**src/hdl/itfa_pkg.sv**
```systemverilog
// Shared types and constants of the interval table first-fit allocator.
package itfa_pkg;

  localparam int ADDR_W     = 32;
  localparam int ITEM_W     = 16;
  localparam int ACT_W      = 2;
  localparam int STAT_W     = 2;
  localparam int CFG_IDX_W  = 1;

  localparam int TABLE_DEPTH_DEF = 16;

  localparam logic [ADDR_W-1:0] HEAP_START_RST  = 32'h0010_0000;
  localparam logic [ADDR_W-1:0] SEARCH_SPAN_RST = 32'h0010_0000;

  typedef logic [4:0] idx_out_t;

  // Request codes.
  localparam logic [ACT_W-1:0] ACT_ALLOC = 2'd0;
  localparam logic [ACT_W-1:0] ACT_FREE  = 2'd1;
  localparam logic [ACT_W-1:0] ACT_QUERY = 2'd2;

  // Result status codes.
  localparam logic [STAT_W-1:0] STAT_OK       = 2'd0;
  localparam logic [STAT_W-1:0] STAT_NOSPACE  = 2'd1;
  localparam logic [STAT_W-1:0] STAT_FULL     = 2'd2;
  localparam logic [STAT_W-1:0] STAT_NOTFOUND = 2'd3;

  // Configuration register indexes.
  localparam logic [CFG_IDX_W-1:0] CFG_HEAP_START  = 1'd0;
  localparam logic [CFG_IDX_W-1:0] CFG_SEARCH_SPAN = 1'd1;

  typedef enum logic [2:0] {
    S_IDLE,
    S_DISP,
    S_CAND,
    S_SCAN,
    S_SHIFT
  } state_t;

endpackage

```
**src/hdl/interval_table_first_fit_allocator_core.sv**
```systemverilog
// Top level of the interval table first-fit allocator.
//
// The block keeps a table of up to TABLE_DEPTH allocated blocks, each an
// inclusive range from its start to start plus size, in one RAM that is read
// one entry per cycle. A word is accepted on a rising edge with start high and
// busy low; busy then stays high until the result word has been issued. The
// result appears for exactly one cycle with out_valid high, and the receiver
// has no way to stall it, so it must take every word as it comes. An allocate
// request first dispatches and forms the size product, then for each candidate
// start checks span and overflow and scans the table; a conflict restarts the
// scan at the address just past the conflicting entry. An allocate is only
// searched with fewer than TABLE_DEPTH entries present, and each entry can turn
// away at most one candidate. Free and query requests scan until the matching
// start is found; a free then moves every later entry down one place, one entry
// per cycle. A full table or an action code of three ends at dispatch, and a
// lookup that finds nothing ends once the scan passes the last entry. The table
// RAM has one read and one write port, and every scan runs over that single
// read port. Configuration writes to heap_start and search_span are always
// accepted and should be made only while the block is idle. Table contents need
// no clearing after reset: only entries below the entry count are read.
module interval_table_first_fit_allocator_core #(
  parameter int TABLE_DEPTH = itfa_pkg::TABLE_DEPTH_DEF
) (
  input  logic                               clk,
  input  logic                               rst_n,
  // Request channel.
  input  logic                               start,
  output logic                               busy,
  input  logic [itfa_pkg::ACT_W-1:0]         in_action,
  input  logic [itfa_pkg::ITEM_W-1:0]        in_item_count,
  input  logic [itfa_pkg::ITEM_W-1:0]        in_item_size,
  input  logic [itfa_pkg::ADDR_W-1:0]        in_block_address,
  // Result channel.
  output logic                               out_valid,
  output logic [itfa_pkg::ADDR_W-1:0]        out_start_address,
  output logic [itfa_pkg::ADDR_W-1:0]        out_block_size,
  output itfa_pkg::idx_out_t                 out_entry_index,
  output logic [itfa_pkg::STAT_W-1:0]        out_status,
  // Configuration write channel.
  input  logic                               cfg_valid,
  output logic                               cfg_ready,
  input  logic [itfa_pkg::CFG_IDX_W-1:0]     cfg_index,
  input  logic [itfa_pkg::ADDR_W-1:0]        cfg_data
);

  localparam int AW    = itfa_pkg::ADDR_W;
  localparam int IDX_W = $clog2(TABLE_DEPTH);
  localparam int CNT_W = $clog2(TABLE_DEPTH + 1);
  localparam int ENT_W = 2 * AW;

  itfa_pkg::state_t state_r, state_nxt;

  // Latched request.
  logic [itfa_pkg::ACT_W-1:0]  act_r;
  logic [itfa_pkg::ITEM_W-1:0] cnt_r;
  logic [itfa_pkg::ITEM_W-1:0] isz_r;
  logic [AW-1:0]               addr_r;

  // Search state.
  logic [AW-1:0]   size_r, size_nxt;
  logic [AW:0]     s_r, s_nxt;
  logic [AW-1:0]   e_r, e_nxt;
  logic [CNT_W-1:0] rd_idx_r, rd_idx_nxt;
  logic            cmp_vld_r, cmp_vld_nxt;
  logic [IDX_W-1:0] cmp_idx_r, cmp_idx_nxt;
  logic [IDX_W-1:0] res_idx_r, res_idx_nxt;
  logic [CNT_W-1:0] count_r, count_nxt;

  // Configuration registers.
  logic [AW-1:0] heap_r, span_r;

  // Result registers.
  logic                        out_valid_r, out_valid_nxt;
  logic [AW-1:0]               out_start_r, out_start_nxt;
  logic [AW-1:0]               out_size_r, out_size_nxt;
  itfa_pkg::idx_out_t          out_idx_r, out_idx_nxt;
  logic [itfa_pkg::STAT_W-1:0] out_stat_r, out_stat_nxt;

  // Table RAM: each entry holds the start in the upper half, the end below.
  logic             ram_we;
  logic [IDX_W-1:0] ram_waddr;
  logic [ENT_W-1:0] ram_wdata;
  logic [ENT_W-1:0] ram_rdata;
  logic [AW-1:0]    rd_start, rd_end;

  itfa_ram #(
    .WIDTH (ENT_W),
    .DEPTH (TABLE_DEPTH)
  ) u_table (
    .clk   (clk),
    .we    (ram_we),
    .waddr (ram_waddr),
    .wdata (ram_wdata),
    .raddr (rd_idx_r[IDX_W-1:0]),
    .rdata (ram_rdata)
  );

  assign rd_start = ram_rdata[ENT_W-1:AW];
  assign rd_end   = ram_rdata[AW-1:0];

  // Overlap test of the candidate range against the entry just read. Ranges
  // are inclusive, and a zero address on either side never conflicts.
  logic conflict, match, issue, scan_end;
  logic [AW:0]   span_eff, offset;
  logic [AW+1:0] cand_end;

  assign conflict = cmp_vld_r && (s_r[AW-1:0] != '0) && (e_r != '0) &&
                    (rd_start != '0) && (rd_end != '0) &&
                    (s_r[AW-1:0] <= rd_end) && (e_r >= rd_start);
  assign match    = cmp_vld_r && (rd_start == addr_r);
  assign issue    = (rd_idx_r < count_r);
  assign scan_end = (rd_idx_r == count_r);

  // A zero span still tries heap_start itself.
  assign span_eff = (span_r == '0) ? (AW + 1)'(1) : {1'b0, span_r};
  assign offset   = s_r - {1'b0, heap_r};
  assign cand_end = {1'b0, s_r} + {2'b00, size_r};

  always_ff @(posedge clk) begin
    if (!rst_n) begin
      state_r     <= itfa_pkg::S_IDLE;
      count_r     <= '0;
      rd_idx_r    <= '0;
      cmp_vld_r   <= 1'b0;
      out_valid_r <= 1'b0;
      heap_r      <= itfa_pkg::HEAP_START_RST;
      span_r      <= itfa_pkg::SEARCH_SPAN_RST;
    end else begin
      state_r     <= state_nxt;
      count_r     <= count_nxt;
      rd_idx_r    <= rd_idx_nxt;
      cmp_vld_r   <= cmp_vld_nxt;
      out_valid_r <= out_valid_nxt;
      if (cfg_valid && cfg_ready) begin
        unique case (cfg_index)
          itfa_pkg::CFG_HEAP_START:  heap_r <= cfg_data;
          itfa_pkg::CFG_SEARCH_SPAN: span_r <= cfg_data;
          default: ;
        endcase
      end
    end
  end

  always_ff @(posedge clk) begin
    if (start && !busy) begin
      act_r  <= in_action;
      cnt_r  <= in_item_count;
      isz_r  <= in_item_size;
      addr_r <= in_block_address;
    end
    size_r      <= size_nxt;
    s_r         <= s_nxt;
    e_r         <= e_nxt;
    cmp_idx_r   <= cmp_idx_nxt;
    res_idx_r   <= res_idx_nxt;
    out_start_r <= out_start_nxt;
    out_size_r  <= out_size_nxt;
    out_idx_r   <= out_idx_nxt;
    out_stat_r  <= out_stat_nxt;
  end

  always_comb begin
    state_nxt     = state_r;
    size_nxt      = size_r;
    s_nxt         = s_r;
    e_nxt         = e_r;
    rd_idx_nxt    = rd_idx_r;
    cmp_vld_nxt   = 1'b0;
    cmp_idx_nxt   = cmp_idx_r;
    res_idx_nxt   = res_idx_r;
    count_nxt     = count_r;
    out_valid_nxt = 1'b0;
    out_start_nxt = out_start_r;
    out_size_nxt  = out_size_r;
    out_idx_nxt   = out_idx_r;
    out_stat_nxt  = out_stat_r;
    ram_we        = 1'b0;
    ram_waddr     = count_r[IDX_W-1:0];
    ram_wdata     = {s_r[AW-1:0], e_r};

    unique case (state_r)
      itfa_pkg::S_IDLE: begin
        if (start) begin
          state_nxt = itfa_pkg::S_DISP;
        end
      end

      itfa_pkg::S_DISP: begin
        // Failure results carry a zero address and size and the entry count.
        out_start_nxt = '0;
        out_size_nxt  = '0;
        out_idx_nxt   = itfa_pkg::idx_out_t'(count_r);
        rd_idx_nxt    = '0;
        case (act_r) inside
          itfa_pkg::ACT_ALLOC: begin
            if (count_r == CNT_W'(TABLE_DEPTH)) begin
              out_stat_nxt  = itfa_pkg::STAT_FULL;
              out_valid_nxt = 1'b1;
              state_nxt     = itfa_pkg::S_IDLE;
            end else begin
              size_nxt  = AW'(cnt_r) * AW'(isz_r);
              s_nxt     = {1'b0, heap_r};
              state_nxt = itfa_pkg::S_CAND;
            end
          end
          itfa_pkg::ACT_FREE, itfa_pkg::ACT_QUERY: begin
            state_nxt = itfa_pkg::S_SCAN;
          end
          default: begin
            out_stat_nxt  = itfa_pkg::STAT_NOTFOUND;
            out_valid_nxt = 1'b1;
            state_nxt     = itfa_pkg::S_IDLE;
          end
        endcase
      end

      itfa_pkg::S_CAND: begin
        // Give up once the offset leaves the span or the end would wrap.
        if (offset >= span_eff || cand_end[AW+1:AW] != 2'b00) begin
          out_stat_nxt  = itfa_pkg::STAT_NOSPACE;
          out_valid_nxt = 1'b1;
          state_nxt     = itfa_pkg::S_IDLE;
        end else begin
          e_nxt      = cand_end[AW-1:0];
          rd_idx_nxt = '0;
          state_nxt  = itfa_pkg::S_SCAN;
        end
      end

      itfa_pkg::S_SCAN: begin
        if (act_r == itfa_pkg::ACT_ALLOC) begin
          if (conflict) begin
            // Every start up to the conflicting entry's end still overlaps it.
            s_nxt     = {1'b0, rd_end} + (AW + 1)'(1);
            state_nxt = itfa_pkg::S_CAND;
          end else if (scan_end) begin
            ram_we        = 1'b1;
            count_nxt     = count_r + CNT_W'(1);
            out_start_nxt = s_r[AW-1:0];
            out_stat_nxt  = itfa_pkg::STAT_OK;
            out_valid_nxt = 1'b1;
            state_nxt     = itfa_pkg::S_IDLE;
          end else begin
            cmp_vld_nxt = 1'b1;
            cmp_idx_nxt = rd_idx_r[IDX_W-1:0];
            rd_idx_nxt  = rd_idx_r + CNT_W'(1);
          end
        end else begin
          if (match && act_r == itfa_pkg::ACT_QUERY) begin
            out_size_nxt  = rd_end - rd_start;
            out_idx_nxt   = itfa_pkg::idx_out_t'(cmp_idx_r);
            out_stat_nxt  = itfa_pkg::STAT_OK;
            out_valid_nxt = 1'b1;
            state_nxt     = itfa_pkg::S_IDLE;
          end else if (match) begin
            // Keep the read pipeline running: it feeds the shift directly.
            res_idx_nxt = cmp_idx_r;
            state_nxt   = itfa_pkg::S_SHIFT;
            if (issue) begin
              cmp_vld_nxt = 1'b1;
              cmp_idx_nxt = rd_idx_r[IDX_W-1:0];
              rd_idx_nxt  = rd_idx_r + CNT_W'(1);
            end
          end else if (scan_end) begin
            out_stat_nxt  = itfa_pkg::STAT_NOTFOUND;
            out_valid_nxt = 1'b1;
            state_nxt     = itfa_pkg::S_IDLE;
          end else begin
            cmp_vld_nxt = 1'b1;
            cmp_idx_nxt = rd_idx_r[IDX_W-1:0];
            rd_idx_nxt  = rd_idx_r + CNT_W'(1);
          end
        end
      end

      itfa_pkg::S_SHIFT: begin
        // Each entry read is written back one place lower.
        if (cmp_vld_r) begin
          ram_we    = 1'b1;
          ram_waddr = cmp_idx_r - IDX_W'(1);
          ram_wdata = ram_rdata;
        end
        if (scan_end) begin
          count_nxt     = count_r - CNT_W'(1);
          out_idx_nxt   = itfa_pkg::idx_out_t'(res_idx_r);
          out_stat_nxt  = itfa_pkg::STAT_OK;
          out_valid_nxt = 1'b1;
          state_nxt     = itfa_pkg::S_IDLE;
        end else begin
          cmp_vld_nxt = 1'b1;
          cmp_idx_nxt = rd_idx_r[IDX_W-1:0];
          rd_idx_nxt  = rd_idx_r + CNT_W'(1);
        end
      end

      default: begin
        state_nxt = itfa_pkg::S_IDLE;
      end
    endcase
  end

  assign busy              = (state_r != itfa_pkg::S_IDLE);
  assign cfg_ready         = 1'b1;
  assign out_valid         = out_valid_r;
  assign out_start_address = out_start_r;
  assign out_block_size    = out_size_r;
  assign out_entry_index   = out_idx_r;
  assign out_status        = out_stat_r;

  // The result strobe lasts a single cycle.
  a_strobe_single: assert property (@(posedge clk) disable iff (!rst_n)
    out_valid |=> !out_valid)
    else $error("result strobe held for more than one cycle");

  // An accepted word always makes the block busy.
  a_accept_busy: assert property (@(posedge clk) disable iff (!rst_n)
    (start && !busy) |=> busy)
    else $error("accepted word did not start processing");

  // The table never holds more entries than it has room for.
  a_count_bound: assert property (@(posedge clk) disable iff (!rst_n)
    count_r <= CNT_W'(TABLE_DEPTH))
    else $error("entry count beyond table depth");

  // The entry count only changes together with an issued result.
  a_count_with_result: assert property (@(posedge clk) disable iff (!rst_n)
    ($past(rst_n) && count_r != $past(count_r)) |-> out_valid)
    else $error("entry count changed without a result");

  // Scans never read past the last valid entry.
  a_scan_bound: assert property (@(posedge clk) disable iff (!rst_n)
    (state_r == itfa_pkg::S_SCAN || state_r == itfa_pkg::S_SHIFT) |->
      rd_idx_r <= count_r)
    else $error("table read beyond entry count");

endmodule

```
**src/hdl/itfa_ram.sv**
```systemverilog
// Generic single-write, single-read RAM with a registered read port.
module itfa_ram #(
  parameter int WIDTH = 64,
  parameter int DEPTH = 16,
  localparam int AW = (DEPTH > 1) ? $clog2(DEPTH) : 1
) (
  input  logic             clk,
  input  logic             we,
  input  logic [AW-1:0]    waddr,
  input  logic [WIDTH-1:0] wdata,
  input  logic [AW-1:0]    raddr,
  output logic [WIDTH-1:0] rdata
);

  logic [WIDTH-1:0] mem [DEPTH];
  logic [WIDTH-1:0] rdata_r;

  always_ff @(posedge clk) begin
    if (we) begin
      mem[waddr] <= wdata;
    end
    rdata_r <= mem[raddr];
  end

  assign rdata = rdata_r;

endmodule
```
**config.mk**
```make
export PLATFORM = sky130hd
export DESIGN_NAME = interval_table_first_fit_allocator_core
export DESIGN_NICKNAME = d
export VERILOG_FILES = /design/src/hdl/itfa_pkg.sv /design/src/hdl/interval_table_first_fit_allocator_core.sv /design/src/hdl/itfa_ram.sv
export SDC_FILE = /design/constraint.sdc
export NUM_CORES = 2
export LEC_CHECK = 0
export BUFFER_PORTS_ARGS = -buffer_cell sky130_fd_sc_hd__buf_4
export CAP_MARGIN = 10
export CORE_UTILIZATION = 50
export DETAILED_ROUTE_END_ITERATION = 10
export GPL_TIMING_DRIVEN = 0
export PLACE_DENSITY = 0.74
export SLEW_MARGIN = 0
export SYNTH_ARGS = -nofsm -noshare
export SYNTH_HDL_FRONTEND = slang
export SYNTH_SLANG_ARGS = --single-unit
```
**constraint.sdc**
```tcl
create_clock -name clk -period 15.5 [get_ports clk]
set_input_delay 3.1 -clock clk [delete_from_list [all_inputs] [get_ports clk]]
set_output_delay 3.1 -clock clk [all_outputs]
set_load 0.03 [all_outputs]
```
After elaboration in Yosys (flattened, before gate mapping) --
Memories as Yosys holds them, arrays and structs flattened. A register that Yosys moved wholly into a read port is not among the register bits. Cells that the tools add are included.
Storage, ports and cells: memory bits (read-only) 0, memory bits (writable) 1024, memories kept 1, logic and storage cells 190, register bits 321, latch bits 0
Memories:
- u_table.mem | words 16, width 64, read ports 1, clocked after Yosys merged registers in 1, wr ports 1, RTL line itfa_ram.sv:15 | logic [WIDTH-1:0] mem [DEPTH];
Operators by class: shift operators 0, div/mod/pow operators 0, reduce and logical (&&, ||, !) cells 38, multiply operators 1, add/sub/neg operators 8, equal/unequal tests 28, $lt $le $gt $ge 4, bitwise gates (word level) 5, multiplexer cells 85
Operators by type and width (number):
- 32-bit two-way mux | 6
- 33-bit two-way mux | 4
- 64-bit two-way mux | 2
- 32-bit one-hot mux with 2 select lines | 2
- 32-bit nonzero test | 4
- 5-bit two-way mux | 14
- 33-bit one-hot mux with 2 select lines | 1
- 33-bit by 32-bit adder with 34-bit output | 1
- 32-bit by 1-bit adder with 33-bit output (second input constant) | 1
- 33-bit by 32-bit greater-or-equal comparator with 1-bit output | 1
- 33-bit by 32-bit subtractor with 33-bit output | 1
- 32-bit == test | 1
- 32-bit greater-or-equal comparator | 1
- 32-bit less-or-equal comparator | 1
- 32-bit logical NOT | 1
- 16-bit by 16-bit multiplier with 32-bit output | 1
- 4-bit two-way mux | 8
- 32-bit subtractor | 1
- 2-bit two-way mux | 13
- 2-bit != test (second input constant) | 12
- 3-bit two-way mux | 7
- 5-bit one-hot mux with 4 select lines | 1
- 1-bit two-way mux | 19
- 4-bit AND reduction | 4
- other kinds (34) | 62

Logic depth before layout (Yosys ltp) --
depth in word-level cells 12, mapped depth 24, mapped depth without buffers 24

Modules after synthesis --
From an unflattened synthesis, not the netlist that was laid out.
Second synthesis, totals: cells, all modules 4783, area, all modules 68813.5 um2
By module, submodules not included:
- itfa_ram | area an instance 39581.7 um2, cells each 1647, instances 1
- interval_table_first_fit_allocator_core | area an instance 29231.8 um2, cells each 3136, instances 1

Worst setup path before layout --
Ideal clock, no wire load.
kind register to register, from register act_r[1] (netlist name), to register s_r[0] (enable), setup slack 7.845 ns, cell stages (with the launch flop) 7, arrival time 7.280 ns, data required time 15.124 ns, period minus slack after synthesis 7.655 ns, path through edfxtp_1 -> inv_1 -> ha_1 -> clkbuf_1 -> inv_1 -> a2111oi_0 -> or2_2
Between the ends: word-level cells in the longest chain between the ends 3, elaborated cells on any way between the ends 4, those cells by class 2 x eq/ne; 2 x reduce/logical
RTL lines:
- start, declared | RTL line interval_table_first_fit_allocator_core.sv:54 | logic [itfa_pkg::ACT_W-1:0] act_r;
- start signal, assigned | RTL line interval_table_first_fit_allocator_core.sv:146 | act_r <= in_action;
- 2-bit logical NOT * | RTL line interval_table_first_fit_allocator_core.sv:231 | if (act_r == itfa_pkg::ACT_ALLOC) begin
- 2-bit != test (no source line)
- 5-bit AND reduction (no source line) *
- end signal, assigned | RTL line interval_table_first_fit_allocator_core.sv:152 | s_r <= s_nxt;
- end, declared | RTL line interval_table_first_fit_allocator_core.sv:61 | logic [AW:0] s_r, s_nxt;
Every way passes the cells marked *; elsewhere a longest branch is shown, timed or not. A chain may end at the register's enable or synchronous reset.

Worst setup path in the final report --
from register cnt_r[11] (netlist name), to register size_r[31], data pin
Between the ends: word-level cells in the longest chain between the ends 1
RTL lines:
- start, declared | RTL line interval_table_first_fit_allocator_core.sv:55 | logic [itfa_pkg::ITEM_W-1:0] cnt_r;
- start signal, assigned | RTL line interval_table_first_fit_allocator_core.sv:147 | cnt_r <= in_item_count;
- 16-bit by 16-bit multiplier with 32-bit output | RTL line interval_table_first_fit_allocator_core.sv:201 | size_nxt = AW'(cnt_r) * AW'(isz_r);
- end signal, assigned | RTL line interval_table_first_fit_allocator_core.sv:151 | size_r <= size_nxt;
- end, declared | RTL line interval_table_first_fit_allocator_core.sv:60 | logic [AW-1:0] size_r, size_nxt;
Every way passes these cells.

==> flow_metrics.env <==
export IMPL_outcome="finished clean"
export IMPL_max_cap_violations=0
export IMPL_slowest_stage_cell_cp="sky130_fd_sc_hd__fa_1"
export IMPL_r2r_worst_path_cells=22
export IMPL_max_slew_margin_rel=0.126
export IMPL_clock_root_buffer="sky130_fd_sc_hd__clkbuf_16"
export IMPL_setup_worst_path_end_class="flip-flop"
export IMPL_ctsResizeCount=0
export IMPL_crit_reg2reg_launch="cnt_r[11]"
export IMPL_initialDrtViolationCount=6157
export IMPL_fill_cells=10300
export IMPL_global_route_wire_length_before_repair_mm=292
export IMPL_crit_path_max_fanout=10
export IMPL_endpoint="size_r[31]"
export IMPL_met1_length_mm=76.1
export IMPL_clock_skew_final_ns=0.0535
export IMPL_most_common_layout_cells="sky130_fd_sc_hd__edfxtp_1, sky130_fd_sc_hd__nand2_1, sky130_fd_sc_hd__inv_1"
export IMPL_clk_insertion_delay_late_ns=0.82
export IMPL_dieHeight_um=374
export IMPL_globalRoute_totalOverflow=0
export IMPL_crit_required_ns=16.02
export IMPL_route_detailed_vias_per_inst=6.27
export IMPL_antenna_violating_nets_post_route=0
export IMPL_final_common_cell="sky130_fd_sc_hd__edfxtp_1"
export IMPL_antenna_violations_before_repair=7
export IMPL_place_port_buffers=174
export IMPL_count_of_different_cell_masters_after_synthesis=79
export IMPL_vias_in_the_first_global_route=43700
export IMPL_clk_transition_reported_paths_ns=0.06
export IMPL_rsz0062_at_grt="no"
export IMPL_final_setup_tns_ns=0
export IMPL_detailroute_via_count=44300
export IMPL_net_total_in_the_final_layout=5770
export IMPL_timing_hold_worst_class="flip-flop to flip-flop"
export IMPL_drt_pass1_iterations=7
export IMPL_cts_sinks=1409
export IMPL_dieArea_um2=140000
export IMPL_clk_path_buf_depth=3
export IMPL_mappedNetlistArea_um2=69000
export IMPL_wire_per_inst_um=28.8
export IMPL_synth_ff_latch_count=1409
export IMPL_ir_drop_mv=0.564
export IMPL_core_area_um2=136000
export IMPL_fraction_of_layout_cells_with_a_size_suffix_above_1=0.168
export IMPL_timing_hold_violations_final=0
export IMPL_drc_errors=0
export IMPL_async_flop_share=0
export IMPL_synth_edf_count=1266
export IMPL_max_stage_delay_ns=0.55
export IMPL_gp_congestion=0.967
export IMPL_worstMarginPinSlew_ns=1.30
export IMPL_critical_path_startpoint="cnt_r[11]"
export IMPL_grt_usage=0.291
export IMPL_p_leak_nw=28.3
export IMPL_h_tree_depth=4
export IMPL_cts_tree="done"
export IMPL_final_util=0.582
export IMPL_routed_top_layer="met5"
export IMPL_worst_ep_arrival_time_ns=7.72
export IMPL_number_of_buffers_inserted_during_clock_tree_synthesis=146
export IMPL_crit_path_cell_trace="clkbuf_1 -> nand2_1 -> fa_1 -> fa_1 -> fa_1 -> inv_1 -> fa_1 -> fa_1 -> inv_1 -> fa_1 -> inv_1 -> ha_1 -> a211oi_1 -> nand2_1 -> a31oi_1 -> o31ai_1 -> a21oi_1 -> o21ai_0 -> nor3b_1 -> o21ai_0 -> a21oi_1 -> xnor2_1"
export IMPL_post_cts_buffers=0
export IMPL_worstReg2RegEnd="size_r[31]"
export IMPL_power_per_cell_area_nw_per_um2=172
export IMPL_wl_met3_mm=24.0
export IMPL_post_dp_hpwl_mm=144
export IMPL_syn_nets=5330
export IMPL_timing_worst_setup_path_type="flip-flop to flip-flop"
export IMPL_yosys_warnings=0
export IMPL_timing_fmax_mhz=139
export IMPL_setup_violations_final=0
export IMPL_die_w_um=374
export IMPL_synth_seq_area_share=0.592
export IMPL_drt_total_wl_mm=204
export IMPL_syn_area_per_cell_um2=14.6
export IMPL_grt_start_max_net_pins=49
export IMPL_critical_path_most_common_cell="sky130_fd_sc_hd__fa_1"
export IMPL_met2WireLength_mm=94.7
export IMPL_placementRows=135
export IMPL_startpoint_type="flip-flop"
export IMPL_timing_final_crit_share=0.464
export IMPL_postCtsHoldBufs=0
export IMPL_start_util=0.507
export IMPL_timing_final_crit_period_ns=7.20
export IMPL_post_synth_top_flop="sky130_fd_sc_hd__edfxtp_1"
export IMPL_r2r_setup_slack_ns=8.30
export IMPL_ios=177
export IMPL_netlist_instances=4720
export IMPL_area_growth_pct=14.9
export IMPL_timing_max_transition_violations_final=0
-- kinds of logic (layout without fill, tap and decap cells) --
group                      Yosys count  in the layout  share of synthesized area
adders and majority gates          507            507                      0.113
and+or+nand+nor                   1091           1091                     0.0765
AOI/OAI and AO/OA                  644            644                     0.0595
buffers and inverters              573           1137                     0.0313
other                                1              9                  0.0000543
muxes                              326            326                      0.105
xor gates and xnor gates           169            169                     0.0214
DFF                               1409           1409                      0.592
-- Yosys cell counts (27+ instances only) --
master | number | share of area
sky130_fd_sc_hd__nand2_1 | 460 | 0.025
sky130_fd_sc_hd__nor2b_1 | 27 | 0.0024
sky130_fd_sc_hd__nand4_1 | 60 | 0.0054
sky130_fd_sc_hd__a21o_1 | 55 | 0.0060
sky130_fd_sc_hd__xor2_1 | 32 | 0.0041
sky130_fd_sc_hd__nor2_1 | 132 | 0.0072
sky130_fd_sc_hd__and2_1 | 142 | 0.013
sky130_fd_sc_hd__clkbuf_1 | 155 | 0.0084
sky130_fd_sc_hd__o21ai_0 | 179 | 0.013
sky130_fd_sc_hd__dfxtp_1 | 143 | 0.041
sky130_fd_sc_hd__a21boi_0 | 67 | 0.0073
sky130_fd_sc_hd__inv_1 | 393 | 0.021
sky130_fd_sc_hd__a21oi_1 | 154 | 0.011
sky130_fd_sc_hd__edfxtp_1 | 1266 | 0.55
sky130_fd_sc_hd__and3_1 | 53 | 0.0048
sky130_fd_sc_hd__nand3_1 | 49 | 0.0036
sky130_fd_sc_hd__xnor2_1 | 137 | 0.017
sky130_fd_sc_hd__mux4_2 | 320 | 0.10
sky130_fd_sc_hd__nor3_1 | 48 | 0.0035
sky130_fd_sc_hd__ha_1 | 309 | 0.056
sky130_fd_sc_hd__fa_1 | 198 | 0.057
sky130_fd_sc_hd__nor4_1 | 51 | 0.0046
-- layout make-up --
type	count	area, µm²	share of cell area
buffer	180	687	0.00867
antenna	8	20.0	0.000253
sequential	1409	40900	0.516
multi-input combinational	2738	26100	0.330
timing repair buffer	292	3050	0.0385
clock inverter	62	727	0.00917
inverter	393	1480	0.0186
tap	1781	2230	0.0281
clock buffer	210	4060	0.0512
-- report_power, final --
part	total, mW	internal [mW]	switching, mW
logic	5.49	2.34	3.15
clock network	3.50	1.96	1.54
registers	4.65	4.53	0.114
total	13.6	8.83	4.81
-- state kept, by name, indices dropped and copies added (netlist names), 16 cells and up --
name               flops
addr_r                32
u_table.mem         1024
out_block_size        32
heap_r                32
e_r                   32
span_r                32
out_start_address     32
u_table.rdata         64
s_r                   33
isz_r                 16
size_r                32
cnt_r                 16
-- layer usage --
metal,track usage,up-vias
met4,0.124,12
met1,0.382,22500
met2,0.456,2753
met5,0,-
li1,-,18500
met3,0.0810,546
-- worst max-delay path, delay by kind of cell (launching register included) --
family	cells	cell delay [ns]
adder cells (fa/ha/maj)	7	3.41
AO/OA/AOI/OAI	7	1.72
flip-flops	1	0.53
XOR/XNOR	1	0.12
buffers and inverters	4	0.66
AND/OR/NAND/NOR	3	0.47
-- metrics by stage --
stage,power [mW],setup slack (ns),instance area (µm²),hold WS [ns],cells
floorplan,8.90,7.84,69000,0.443,4720
global placement,10.0,4.04,72500,0.454,6675
detailed placement,10.2,8.34,74400,0.470,6790
CTS,13.7,8.31,79200,0.479,7062
global route,14.6,7.83,79200,0.512,7066
finish,13.6,8.30,79300,0.472,7073
-- how the worst min path moves through the flow --
stage	startpoint	endpoint	slack [ns]	depth (start not counted)
final	heap_r[3]	heap_r[3]	0.47	2
after detailed placement	heap_r[6]	heap_r[6]	0.47	2
after floorplan	heap_r[1]	heap_r[1]	0.44	2
after global placement	heap_r[6]	heap_r[6]	0.45	2
after global routing	span_r[23]	span_r[23]	0.51	2
after CTS	heap_r[3]	heap_r[3]	0.48	2
Power figures use the tool's default switching activity.
